**config.mk**
```make
export PLATFORM = sky130hd
export DESIGN_NAME = offset_keyed_random_byte_reader
export DESIGN_NICKNAME = d
export VERILOG_FILES = /design/src/hdl/okrb_pkg.sv /design/src/hdl/okrb_sequencer.sv /design/src/hdl/okrb_datapath.sv /design/src/hdl/offset_keyed_random_byte_reader.sv
export SDC_FILE = /design/constraint.sdc
export NUM_CORES = 2
export LEC_CHECK = 0
export BUFFER_PORTS_ARGS = -buffer_cell sky130_fd_sc_hd__clkbuf_2
export CAP_MARGIN = 10
export CELL_PAD_IN_SITES_DETAIL_PLACEMENT = 1
export CELL_PAD_IN_SITES_GLOBAL_PLACEMENT = 1
export CORE_AREA = 2 2 312 314
export CTS_BUF_LIST = sky130_fd_sc_hd__clkbuf_4
export DETAILED_ROUTE_END_ITERATION = 10
export DIE_AREA = 0 0 314 316
export PLACE_DENSITY = 0.92
export SETUP_SLACK_MARGIN = 0.02
export SYNTH_ARGS = -nofsm -noshare
export SYNTH_HDL_FRONTEND = slang
export SYNTH_SLANG_ARGS = --single-unit
```
**constraint.sdc**
```tcl
create_clock -name clk_i -period 10.68 [get_ports clk_i]
set_input_delay 0.534 -clock clk_i [delete_from_list [all_inputs] [get_ports clk_i]]
set_output_delay 0.534 -clock clk_i [all_outputs]
set_load 0.01 [all_outputs]
```
**src/hdl/okrb_pkg.sv**
```systemverilog
// Shared types, constants and the control program of the offset-keyed random byte reader.
// Used by okrb_sequencer, okrb_datapath and offset_keyed_random_byte_reader.
package okrb_pkg;

  localparam int unsigned MaxReadBytes = 256;

  // Field widths
  localparam int unsigned OffsetW = 63;
  localparam int unsigned LengthW = 9;
  localparam int unsigned DataW   = 64;
  localparam int unsigned CountW  = 4;
  // Chunk index, one bit wider than the offset allows so the walk can pass 2^63
  localparam int unsigned ChunkW  = OffsetW - 2;

  // Stream widths, padded to whole bytes
  localparam int unsigned InTdataW  = ((OffsetW + LengthW + 7) / 8) * 8;
  localparam int unsigned OutTdataW = ((DataW + CountW + 7) / 8) * 8;

  // Multiplier constant, split in 32-bit words from the low end
  localparam logic [31:0] KWord0 = 32'hb37916a5;
  localparam logic [31:0] KWord1 = 32'h2e714eb2;
  localparam logic [31:0] KWord2 = 32'hb500f16e;
  localparam logic [31:0] KWord3 = 32'h12e15e35;

  localparam int unsigned AccW  = 67;
  localparam int unsigned StepW = 4;

  typedef enum logic [1:0] {
    COND_NEXT,
    COND_IN,
    COND_EMIT,
    COND_GOTO
  } cond_e;

  typedef enum logic [1:0] {
    ACC_HOLD,
    ACC_LOAD,
    ACC_ADD,
    ACC_SHADD
  } acc_op_e;

  typedef struct packed {
    cond_e             cond;
    logic [StepW-1:0]  target;
    logic              a_sel;   // 0: address bits 31:0, 1: address bits 63:32
    logic [1:0]        k_sel;   // constant word index
    acc_op_e           acc_op;
    logic              cap_lo;  // capture low word of the result
  } ctrl_t;

  typedef struct packed {
    logic in_fire;
    logic len_zero;
    logic emit_fire;
    logic chunk_last;
  } stat_t;

  localparam logic [StepW-1:0] StepIdle  = 4'd0;
  localparam logic [StepW-1:0] StepChunk = 4'd1;

  function automatic logic [31:0] k_word(input logic [1:0] sel);
    logic [31:0] w;
    unique case (sel)
      2'd0: w = KWord0;
      2'd1: w = KWord1;
      2'd2: w = KWord2;
      2'd3: w = KWord3;
      default: w = KWord0;
    endcase
    return w;
  endfunction

  // Control program: column-wise multiply of the chunk address by the constant,
  // keeping only the columns that land in the upper 64 bits mod 2^128.
  function automatic ctrl_t ucode(input logic [StepW-1:0] pc);
    ctrl_t cw;
    cw = '{cond: COND_NEXT, target: StepIdle, a_sel: 1'b0, k_sel: 2'd0,
           acc_op: ACC_HOLD, cap_lo: 1'b0};
    unique case (pc)
      4'd0: cw.cond = COND_IN;
      4'd1: begin cw.a_sel = 1'b0; cw.k_sel = 2'd0; end
      4'd2: begin cw.a_sel = 1'b0; cw.k_sel = 2'd1; cw.acc_op = ACC_LOAD; end
      4'd3: begin cw.a_sel = 1'b1; cw.k_sel = 2'd0; cw.acc_op = ACC_SHADD; end
      4'd4: begin cw.a_sel = 1'b0; cw.k_sel = 2'd2; cw.acc_op = ACC_ADD; end
      4'd5: begin cw.a_sel = 1'b1; cw.k_sel = 2'd1; cw.acc_op = ACC_SHADD; end
      4'd6: begin cw.a_sel = 1'b0; cw.k_sel = 2'd3; cw.acc_op = ACC_ADD; end
      4'd7: begin
        cw.a_sel = 1'b1; cw.k_sel = 2'd2; cw.acc_op = ACC_SHADD; cw.cap_lo = 1'b1;
      end
      4'd8: cw.acc_op = ACC_ADD;
      4'd9: begin cw.cond = COND_EMIT; cw.target = StepChunk; end
      default: begin cw.cond = COND_GOTO; cw.target = StepIdle; end
    endcase
    return cw;
  endfunction

endpackage

```
**src/hdl/okrb_sequencer.sv**
```systemverilog
// Step counter and control program lookup of the offset-keyed random byte reader.
// Depends on okrb_pkg.
module okrb_sequencer (
  input  logic           clk_i,
  input  logic           rst_ni,
  input  okrb_pkg::stat_t stat_i,
  output okrb_pkg::ctrl_t ctrl_o
);

  logic [okrb_pkg::StepW-1:0] pc_q, pc_d;
  okrb_pkg::ctrl_t            cw;

  assign cw     = okrb_pkg::ucode(pc_q);
  assign ctrl_o = cw;

  always_comb begin
    pc_d = pc_q;
    unique case (cw.cond)
      okrb_pkg::COND_NEXT: pc_d = pc_q + 1'b1;
      okrb_pkg::COND_IN: begin
        if (stat_i.in_fire && !stat_i.len_zero) pc_d = pc_q + 1'b1;
      end
      okrb_pkg::COND_EMIT: begin
        if (stat_i.emit_fire) pc_d = stat_i.chunk_last ? okrb_pkg::StepIdle : cw.target;
      end
      okrb_pkg::COND_GOTO: pc_d = cw.target;
      default: pc_d = okrb_pkg::StepIdle;
    endcase
  end

  always_ff @(posedge clk_i or negedge rst_ni) begin
    if (!rst_ni) begin
      pc_q <= okrb_pkg::StepIdle;
    end else begin
      pc_q <= pc_d;
    end
  end

endmodule

```
**src/hdl/okrb_datapath.sv**
```systemverilog
// Datapath of the offset-keyed random byte reader: chunk walk, shared 32x32
// multiplier with accumulator, and byte lane alignment. Depends on okrb_pkg.
module okrb_datapath #(
  parameter int unsigned MAX_READ_BYTES = okrb_pkg::MaxReadBytes
) (
  input  logic                          clk_i,
  input  okrb_pkg::ctrl_t               ctrl_i,
  input  okrb_pkg::stat_t               stat_i,
  input  logic [okrb_pkg::OffsetW-1:0]  start_offset_i,
  input  logic [okrb_pkg::LengthW-1:0]  read_length_i,
  output logic [okrb_pkg::DataW-1:0]    data_bytes_o,
  output logic [okrb_pkg::CountW-1:0]   byte_count_o,
  output logic                          last_o
);

  localparam int unsigned RemW = $clog2(MAX_READ_BYTES + 1);

  logic [okrb_pkg::ChunkW-1:0] idx_q;
  logic [2:0]                  skip_q;
  logic                        first_q;
  logic [RemW-1:0]             rem_q;
  logic [63:0]                 prod_q;
  logic [okrb_pkg::AccW-1:0]   acc_q, acc_d;
  logic [31:0]                 wlo_q;

  logic [31:0]                 a_op, k_op;
  logic [63:0]                 prod_d;
  logic [okrb_pkg::LengthW-1:0] len_sat;
  logic [63:0]                 word, shifted;
  logic [2:0]                  skip_eff;
  logic [3:0]                  avail, cnt;
  logic                        last;

  assign a_op   = ctrl_i.a_sel ? idx_q[okrb_pkg::ChunkW-1:29] : {idx_q[28:0], 3'b000};
  assign k_op   = okrb_pkg::k_word(ctrl_i.k_sel);
  assign prod_d = a_op * k_op;

  always_comb begin
    unique case (ctrl_i.acc_op)
      okrb_pkg::ACC_HOLD:  acc_d = acc_q;
      okrb_pkg::ACC_LOAD:  acc_d = {3'b000, prod_q};
      okrb_pkg::ACC_ADD:   acc_d = acc_q + {3'b000, prod_q};
      okrb_pkg::ACC_SHADD: acc_d = (acc_q >> 32) + {3'b000, prod_q};
      default:             acc_d = acc_q;
    endcase
  end

  assign len_sat = (read_length_i > okrb_pkg::LengthW'(MAX_READ_BYTES))
                   ? okrb_pkg::LengthW'(MAX_READ_BYTES) : read_length_i;

  // Chunk geometry from the remaining byte count
  assign skip_eff = first_q ? skip_q : 3'd0;
  assign avail    = 4'd8 - {1'b0, skip_eff};
  assign last     = (rem_q <= RemW'(avail));
  assign cnt      = last ? rem_q[3:0] : avail;

  assign word    = {acc_q[31:0], wlo_q};
  assign shifted = word >> {skip_eff, 3'b000};

  always_comb begin
    for (int i = 0; i < 8; i++) begin
      data_bytes_o[i*8 +: 8] = (4'(i) < cnt) ? shifted[i*8 +: 8] : 8'h00;
    end
  end

  assign byte_count_o = cnt;
  assign last_o       = last;

  always_ff @(posedge clk_i) begin
    prod_q <= prod_d;
    acc_q  <= acc_d;
    if (ctrl_i.cap_lo) wlo_q <= acc_q[31:0];
    if (stat_i.in_fire) begin
      idx_q   <= {1'b0, start_offset_i[okrb_pkg::OffsetW-1:3]};
      skip_q  <= start_offset_i[2:0];
      first_q <= 1'b1;
      rem_q   <= RemW'(len_sat);
    end else if (stat_i.emit_fire) begin
      // advance to the next chunk
      idx_q   <= idx_q + 1'b1;
      first_q <= 1'b0;
      rem_q   <= rem_q - RemW'(cnt);
    end
  end

endmodule

```
**src/hdl/offset_keyed_random_byte_reader.sv**
```systemverilog
// Top level of the offset-keyed random byte reader: stream ports and output register.
// Depends on okrb_pkg, okrb_sequencer and okrb_datapath.
//
// Usage: a request item on the slave stream carries a byte start offset and a
// length; lengths above MAX_READ_BYTES are cut to it, and a zero length is taken
// and produces nothing. For each 8-byte aligned chunk the range touches, one
// result item leaves on the master stream with the requested bytes of the
// chunk's pseudo-random word packed from lane zero, their count, and tlast on
// the final chunk of the request.
// Sequence: the request is taken at the idle step; each chunk then runs eight
// steps of the single 32x32 multiplier and accumulator (seven partial products
// per chunk) and one emit step. A request touches at most 33 chunks.
// A finished chunk sits in the output register; the next chunk's multiply runs
// while it waits, and the emit step holds until the register is free. A new
// request is taken as soon as the last chunk is in the output register.
// Reset empties the output register and returns the sequencer to its idle step;
// there is no stored content to clear.
module offset_keyed_random_byte_reader #(
  parameter int unsigned MAX_READ_BYTES = okrb_pkg::MaxReadBytes
) (
  input  logic                            clk_i,
  input  logic                            rst_ni,
  input  logic                            s_axis_tvalid,
  output logic                            s_axis_tready,
  // start_offset [62:0], read_length [71:63]
  input  logic [okrb_pkg::InTdataW-1:0]   s_axis_tdata,
  output logic                            m_axis_tvalid,
  input  logic                            m_axis_tready,
  // data_bytes [63:0], byte_count [67:64], zero [71:68]
  output logic [okrb_pkg::OutTdataW-1:0]  m_axis_tdata,
  output logic                            m_axis_tlast
);

  okrb_pkg::ctrl_t ctrl;
  okrb_pkg::stat_t stat;

  logic [okrb_pkg::OffsetW-1:0] start_offset;
  logic [okrb_pkg::LengthW-1:0] read_length;
  logic [okrb_pkg::DataW-1:0]   data_bytes;
  logic [okrb_pkg::CountW-1:0]  byte_count;
  logic                         chunk_last;
  logic                         out_free;

  logic                         out_valid_q;
  logic [okrb_pkg::DataW-1:0]   out_data_q;
  logic [okrb_pkg::CountW-1:0]  out_count_q;
  logic                         out_last_q;

  assign start_offset = s_axis_tdata[okrb_pkg::OffsetW-1:0];
  assign read_length  = s_axis_tdata[okrb_pkg::OffsetW +: okrb_pkg::LengthW];

  assign s_axis_tready = (ctrl.cond == okrb_pkg::COND_IN);
  assign out_free      = !out_valid_q || m_axis_tready;

  assign stat.in_fire    = s_axis_tvalid && s_axis_tready;
  assign stat.len_zero   = (read_length == '0);
  assign stat.emit_fire  = (ctrl.cond == okrb_pkg::COND_EMIT) && out_free;
  assign stat.chunk_last = chunk_last;

  okrb_sequencer u_seq (
    .clk_i  (clk_i),
    .rst_ni (rst_ni),
    .stat_i (stat),
    .ctrl_o (ctrl)
  );

  okrb_datapath #(
    .MAX_READ_BYTES (MAX_READ_BYTES)
  ) u_dp (
    .clk_i          (clk_i),
    .ctrl_i         (ctrl),
    .stat_i         (stat),
    .start_offset_i (start_offset),
    .read_length_i  (read_length),
    .data_bytes_o   (data_bytes),
    .byte_count_o   (byte_count),
    .last_o         (chunk_last)
  );

  always_ff @(posedge clk_i or negedge rst_ni) begin
    if (!rst_ni) begin
      out_valid_q <= 1'b0;
    end else if (stat.emit_fire) begin
      out_valid_q <= 1'b1;
    end else if (m_axis_tready) begin
      out_valid_q <= 1'b0;
    end
  end

  always_ff @(posedge clk_i) begin
    if (stat.emit_fire) begin
      out_data_q  <= data_bytes;
      out_count_q <= byte_count;
      out_last_q  <= chunk_last;
    end
  end

  assign m_axis_tvalid = out_valid_q;
  assign m_axis_tdata  = {{(okrb_pkg::OutTdataW - okrb_pkg::DataW - okrb_pkg::CountW){1'b0}},
                          out_count_q, out_data_q};
  assign m_axis_tlast  = out_last_q;

  // Request intake and chunk emission never coincide
  assert property (@(posedge clk_i) disable iff (!rst_ni)
    !(stat.in_fire && stat.emit_fire))
    else $error("request taken during chunk emission");

  // A nonzero request starts the chunk program
  assert property (@(posedge clk_i) disable iff (!rst_ni)
    stat.in_fire && !stat.len_zero |=> !s_axis_tready)
    else $error("sequencer idle after nonzero request");

  // Every emitted chunk carries one to eight bytes
  assert property (@(posedge clk_i) disable iff (!rst_ni)
    stat.emit_fire |-> (byte_count != 4'd0) && (byte_count <= 4'd8))
    else $error("chunk byte count out of range");

endmodule

```
**Word level (Yosys, flattened, before mapping)**

Index checks and enable logic that the tools add are counted.

- Flip-flop bits (word level): 311
- Logic and storage cells: 96
- Input port bits: 76

- $lt $le $gt $ge: 10
- Equal/unequal tests: 20
- Reductions and logical operators: 17
- Muxes and demuxes: 21
- Multiply operators: 1
- Shift operators: 1
- Add/subtract/negate cells: 6

Operator list:

| operator | count |
|---|---|
| $pmux W67 S3 | 1 |
| $pmux W32 S4 | 1 |
| $mux W60 | 2 |
| $add A67 B64 Y67 | 1 |
| $add A35 B64 Y65 | 1 |
| $mul A32 B32 Y64 | 1 |
| $shr A64 B6 Y64 | 1 |
| $add A61 B1 Y61 const B | 1 |
| $mux W32 | 1 |
| $mux W9 | 3 |
| $pmux W3 S6 | 1 |
| $eq A4 B3 Y1 const B | 4 |
| $lt A3 B4 Y1 const A | 4 |
| $pmux W4 S4 | 1 |
| $eq A2 B2 Y1 const B | 6 |
| $mux W4 | 3 |
| $pmux W2 S3 | 2 |
| $gt A9 B9 Y1 const B | 1 |
| $le A9 B4 Y1 | 1 |
| $logic_not A9 Y1 | 1 |
| $sub A9 B4 Y9 | 1 |
| $eq A4 B2 Y1 const B | 2 |
| $eq A4 B4 Y1 const B | 2 |
| $lt A1 B4 Y1 const A | 2 |
| 18 further kinds | 32 |

**Depth between registers and ports, before layout**

- Depth after elaboration: 8
- Gate-level depth with buffers: 40

**Modules after synthesis**

A second synthesis with hierarchy kept.

- Cells, all modules: 5356
- Area, all modules: 49811.5 µm²

By module, submodules not included:

| module | sequential area each (µm²) | area an instance (µm²) | cells each | instances |
|---|---|---|---|---|
| okrb_datapath | 6456.2 | 47152.7 | 5215 | 1 |
| offset_keyed_random_byte_reader | 2097.0 | 2197.1 | 85 | 1 |
| okrb_sequencer | 100.1 | 461.7 | 56 | 1 |

**Worst setup path after synthesis**

Ideal clock, no wire load.

- Path kind: flip-flop to flip-flop
- Start: register u_seq.pc_q[1] (netlist bit)
- End: register u_dp.prod_q[62]
- Data arrival time: 9.488 ns
- Cell stages (with the launch flop): 38
- Setup time: 0.072 ns
- Period minus slack after synthesis: 9.560 ns
- Path slack: 1.120 ns
- Cell sequence: dfrtp_1 > inv_1 > ha_1 > and2_1 > o21a_1 > inv_1 > clkbuf_1 > buf_1 > ha_1 > clkbuf_1 > clkbuf_1 > buf_1 > nand2_1 > fa_1 > inv_1 > fa_1 > inv_1 > fa_1 > [... 2 more ...] > fa_1 > fa_1 > fa_1 > inv_1 > fa_1 > inv_1 > ha_1 > and2_4 > nand3_1 > or4_4 > nor3b_2 > nor2_1 > o2111a_2 > o41ai_2 > o41a_2 > a31oi_1 > o21ai_1 > xor2_1

- Cells in the longest elaborated chain, start to end: 5

Ends and longest elaborated chain:

| what | line | source |
|---|---|---|
| start: declaration | okrb_sequencer.sv:10 | `logic [okrb_pkg::StepW-1:0] pc_q, pc_d;` |
| start signal: assignment | okrb_sequencer.sv:33 | `pc_q <= okrb_pkg::StepIdle;` |
| start signal: assignment | okrb_sequencer.sv:35 | `pc_q <= pc_d;` |
| $eq A4 B3 Y1 or $eq A4 B2 Y1 (tied branches) | okrb_pkg.sv:79 | `unique case (pc)` |
| $pmux W3 S6 (*) | okrb_pkg.sv:79 |  |
| $eq A2 B2 Y1, or another cell as far along | okrb_pkg.sv:63 | `unique case (sel)` |
| $pmux W32 S4 | okrb_pkg.sv:63 |  |
| $mul A32 B32 Y64 (*) | okrb_datapath.sv:36 | `assign prod_d = a_op * k_op;` |
| via u_dp.prod_d[62] | okrb_datapath.sv:27 | `logic [63:0] prod_d;` |
| end signal: assignment | okrb_datapath.sv:70 | `prod_q <= prod_d;` |
| end: declaration | okrb_datapath.sv:22 | `logic [63:0] prod_q;` |

Mark *: on every way through the listed nets, which the timed path passes. The rest lies on a longest branch. The select of a mux whose other input is x is not followed.
A chain may end at the register's enable or synchronous reset.

**Worst setup path after layout**

Ends and elaborated chain as after synthesis.

==> run metrics <==
Crit path required time 11.48 ns; Starting Density about half; Post-synth EDFFs 240; Final Max Slew Viols 0; worst r2r dst u_dp.prod_q[62]$_DFF_P_; setup ws final 0.1632 ns; Horiz. Die Dim 314 um; Slew @ Worst Pin 1.100 ns; Final period util 98.47%; DP Worst Slack 0.4321 ns; sequential fraction of the synthesis area 17.51%; All-Layer GR Usage 41.83%; vias in the first global route 47.91k; Routed WL 205,600 um; Worst Clk Skew 0.1261 ns; # port buffers between 100 and 150; largest net degree at the start of global routing 105; vias around 44k; first-pass GRT wire length 305,700 um; detailed placement HPWL 160,300 um; gpl congestion 1.031; WHS Path Cells 3; Placeable Area 0.09599 mm2; Via density 6.326; critical path class flip-flop to flip-flop; final hold viol count 0; CP Launch Type flip-flop; commonest non-fill, non-tap cells in the layout 968 x inv_1, 748 x fa_1, 505 x nand2_1; CTS Sinks 311; DRT iter0 DRCs 4,887; Synth cell types 93; Setup-failing EPs final 0; RSZ-0062 raised after global routing true; area of the mapped netlist 0.04943 mm2; ys async rst share 1.608%; Max clock buf depth 3; insertion delay to the later sink of the worst-skew pair 0.98 ns; Yosys warnings 0; H-tree levels 3; depth of the most critical reg-to-reg path 33; Reg2Reg Launch Point u_seq.pc_q[1]$_DFFE_PN0P_; drt pass-1 iters 6; # DRC 0; delay-heaviest family, CP adder cells; drt wl/cell 29.83 um; Die H 316 um; register area 0.008653 mm2; hold path startpoint s_axis_tdata[71]; flop2flop setup slack 0.16 ns; grt total ovfl 0; Synth top area share around 30%; CTS buffer count 91; Max-cap violations 0; Post-Syn Instances 5,331; WP data arrival between 10 and 15 ns; commonest non-fill, non-tap cell in the layout inv_1; Crit-path slowest cell fa_1; Area contributors post-synth fa_1 30%, edfxtp_1 15%, ha_1 12%; Clock Pin Slew Worst Setup and Hold Paths 0.07 ns; initial antenna violation count 7; HP Class input port to flip-flop; Final min period about 11 ns; Max Fclk 95.09 MHz; proportion of layout cells with a drive suffix above 1 under 10%; FF+latch count, synth 311; DIE AREA 0.09922 mm2; CP peak stage delay about 0.64 ns; CTS tree done; I/O Pins 151; Critical path buffers and inverters 7; CP Capture Type flip-flop; Post-synth top flop edfxtp_1; Hold Path End u_dp.rem_q[8]$_DFFE_PP_; final instance area 0.05382 mm2; status finished, final reports clean; Synth area leader fa_1; worst hold slack 0.06283 ns; final net count 6,839; worst-path fanout max 9; area of the multi-input gates ~0.036 mm2; area grow syn2layout 8.867%; DRT antenna net count 0; fillers 11.03k; clk root buf clkbuf_4; mean post-synth cell area a little over 9 um2; Rows ~110; CP dominant cell by count fa_1; Placed Area roughly 0.052 mm2; Slew HR between 20% and 30%
==> final cells by class <==
type / instances / area share (%)
multi-input combinational: 3844 / 67.67
sequential: 311 / 16.08
inverter: 979 / 6.842
timing repair buffer: 310 / 4.138
tap: 1276 / 2.967
clock buffer: 132 / 1.841
clock inverter: 29 / 0.4138
antenna: 11 / 0.05115
==> sequential cells by signal, summed over array words and instances, names as in the netlist <==
signal         cells
out_data_q        64
m_axis_tlast       1
u_dp.acc_q        67
u_dp.first_q       1
u_dp.prod_q       64
u_seq.pc_q         4
u_dp.wlo_q        32
u_dp.skip_q        3
m_axis_tvalid      1
out_count_q        4
u_dp.rem_q         9
u_dp.idx_q        61
==> synthesized netlist by cell type, types with 74 or more instances <==
library cell,n
inv_1,971
edfxtp_1,240
ha_1,478
a21oi_1,281
o21ai_0,237
and2_1,74
xor2_1,123
clkbuf_1,170
nor2_1,405
nand2_1,507
a21o_1,133
xnor2_1,145
fa_1,748
==> how the worst max path moves through the flow <==
stage | slack (ns) | end | start | cells past startpoint
final | 0.16 | u_dp.prod_q[62]$_DFF_P_ | u_seq.pc_q[1]$_DFFE_PN0P_ | 33
after detailed placement | 0.43 | u_dp.prod_q[59]$_DFF_P_ | u_seq.pc_q[1]$_DFFE_PN0P_ | 32
after CTS | 0.38 | u_dp.prod_q[59]$_DFF_P_ | u_seq.pc_q[1]$_DFFE_PN0P_ | 32
after global placement | 0.67 | u_dp.prod_q[59]$_DFF_P_ | u_seq.pc_q[1]$_DFFE_PN0P_ | 32
after floorplan | 1.12 | u_dp.prod_q[62]$_DFF_P_ | u_seq.pc_q[1]$_DFFE_PN0P_ | 37
after global routing | -0.01 | u_dp.prod_q[59]$_DFF_P_ | u_seq.pc_q[0]$_DFFE_PN0P_ | 33
==> repair_timing <==
item                                   4_1_cts  5_1_grt
resized for setup                            0        9
setup endpoints to repair                    0       12
buffers inserted                             0        5
endpoints found under the hold margin       75        0
hold buffers                                72        0
==> cell families (layout without fill, tap and decap cells) <==
family	after synthesis	in the layout	share of synthesized area, %
fa+ha+maj	1227	1227	42.41
compound gates	927	927	11.76
buf+inv	1179	1450	9.001
flops	311	311	17.51
other cells	1	15	0.007586
xor+xnor	268	268	4.748
simple gates	1354	1354	12.46
mux	64	64	2.111
==> worst register-to-register path, delay by kind of cell (launching register included) <==
family | cells | cell delay [ns]
XOR/XNOR | 1 | 0.16
flip-flops | 1 | 0.41
adder cells (fa/ha/maj) | 10 | 4.94
buffers and inverters | 7 | 0.85
AND/OR/NAND/NOR | 9 | 2.64
AO/OA/AOI/OAI | 6 | 1.43
==> routing by layer <==
metal  vias up  part of all wire [%]  track usage [%]
li1      17862                     -                -
met1     21723                    35            47.90
met2      2977                    46            67.62
met4         8                   9.3            31.31
met3      1027                    10            11.03
met5         -                 0.024                0
==> per-stage QoR <==
stage	setup TNS (ns)	util (%)	cells
detailed placement	0	53.93	6642
floorplan	0	-	5334
global placement	0	53.93	6642
finish	0	56.06	6892
global route	-0.02063	56.05	6886
CTS	0	55.94	6875
Power is not shown: default switching activity piles up to over one toggle a cycle in this logic, so the estimate is an artifact.
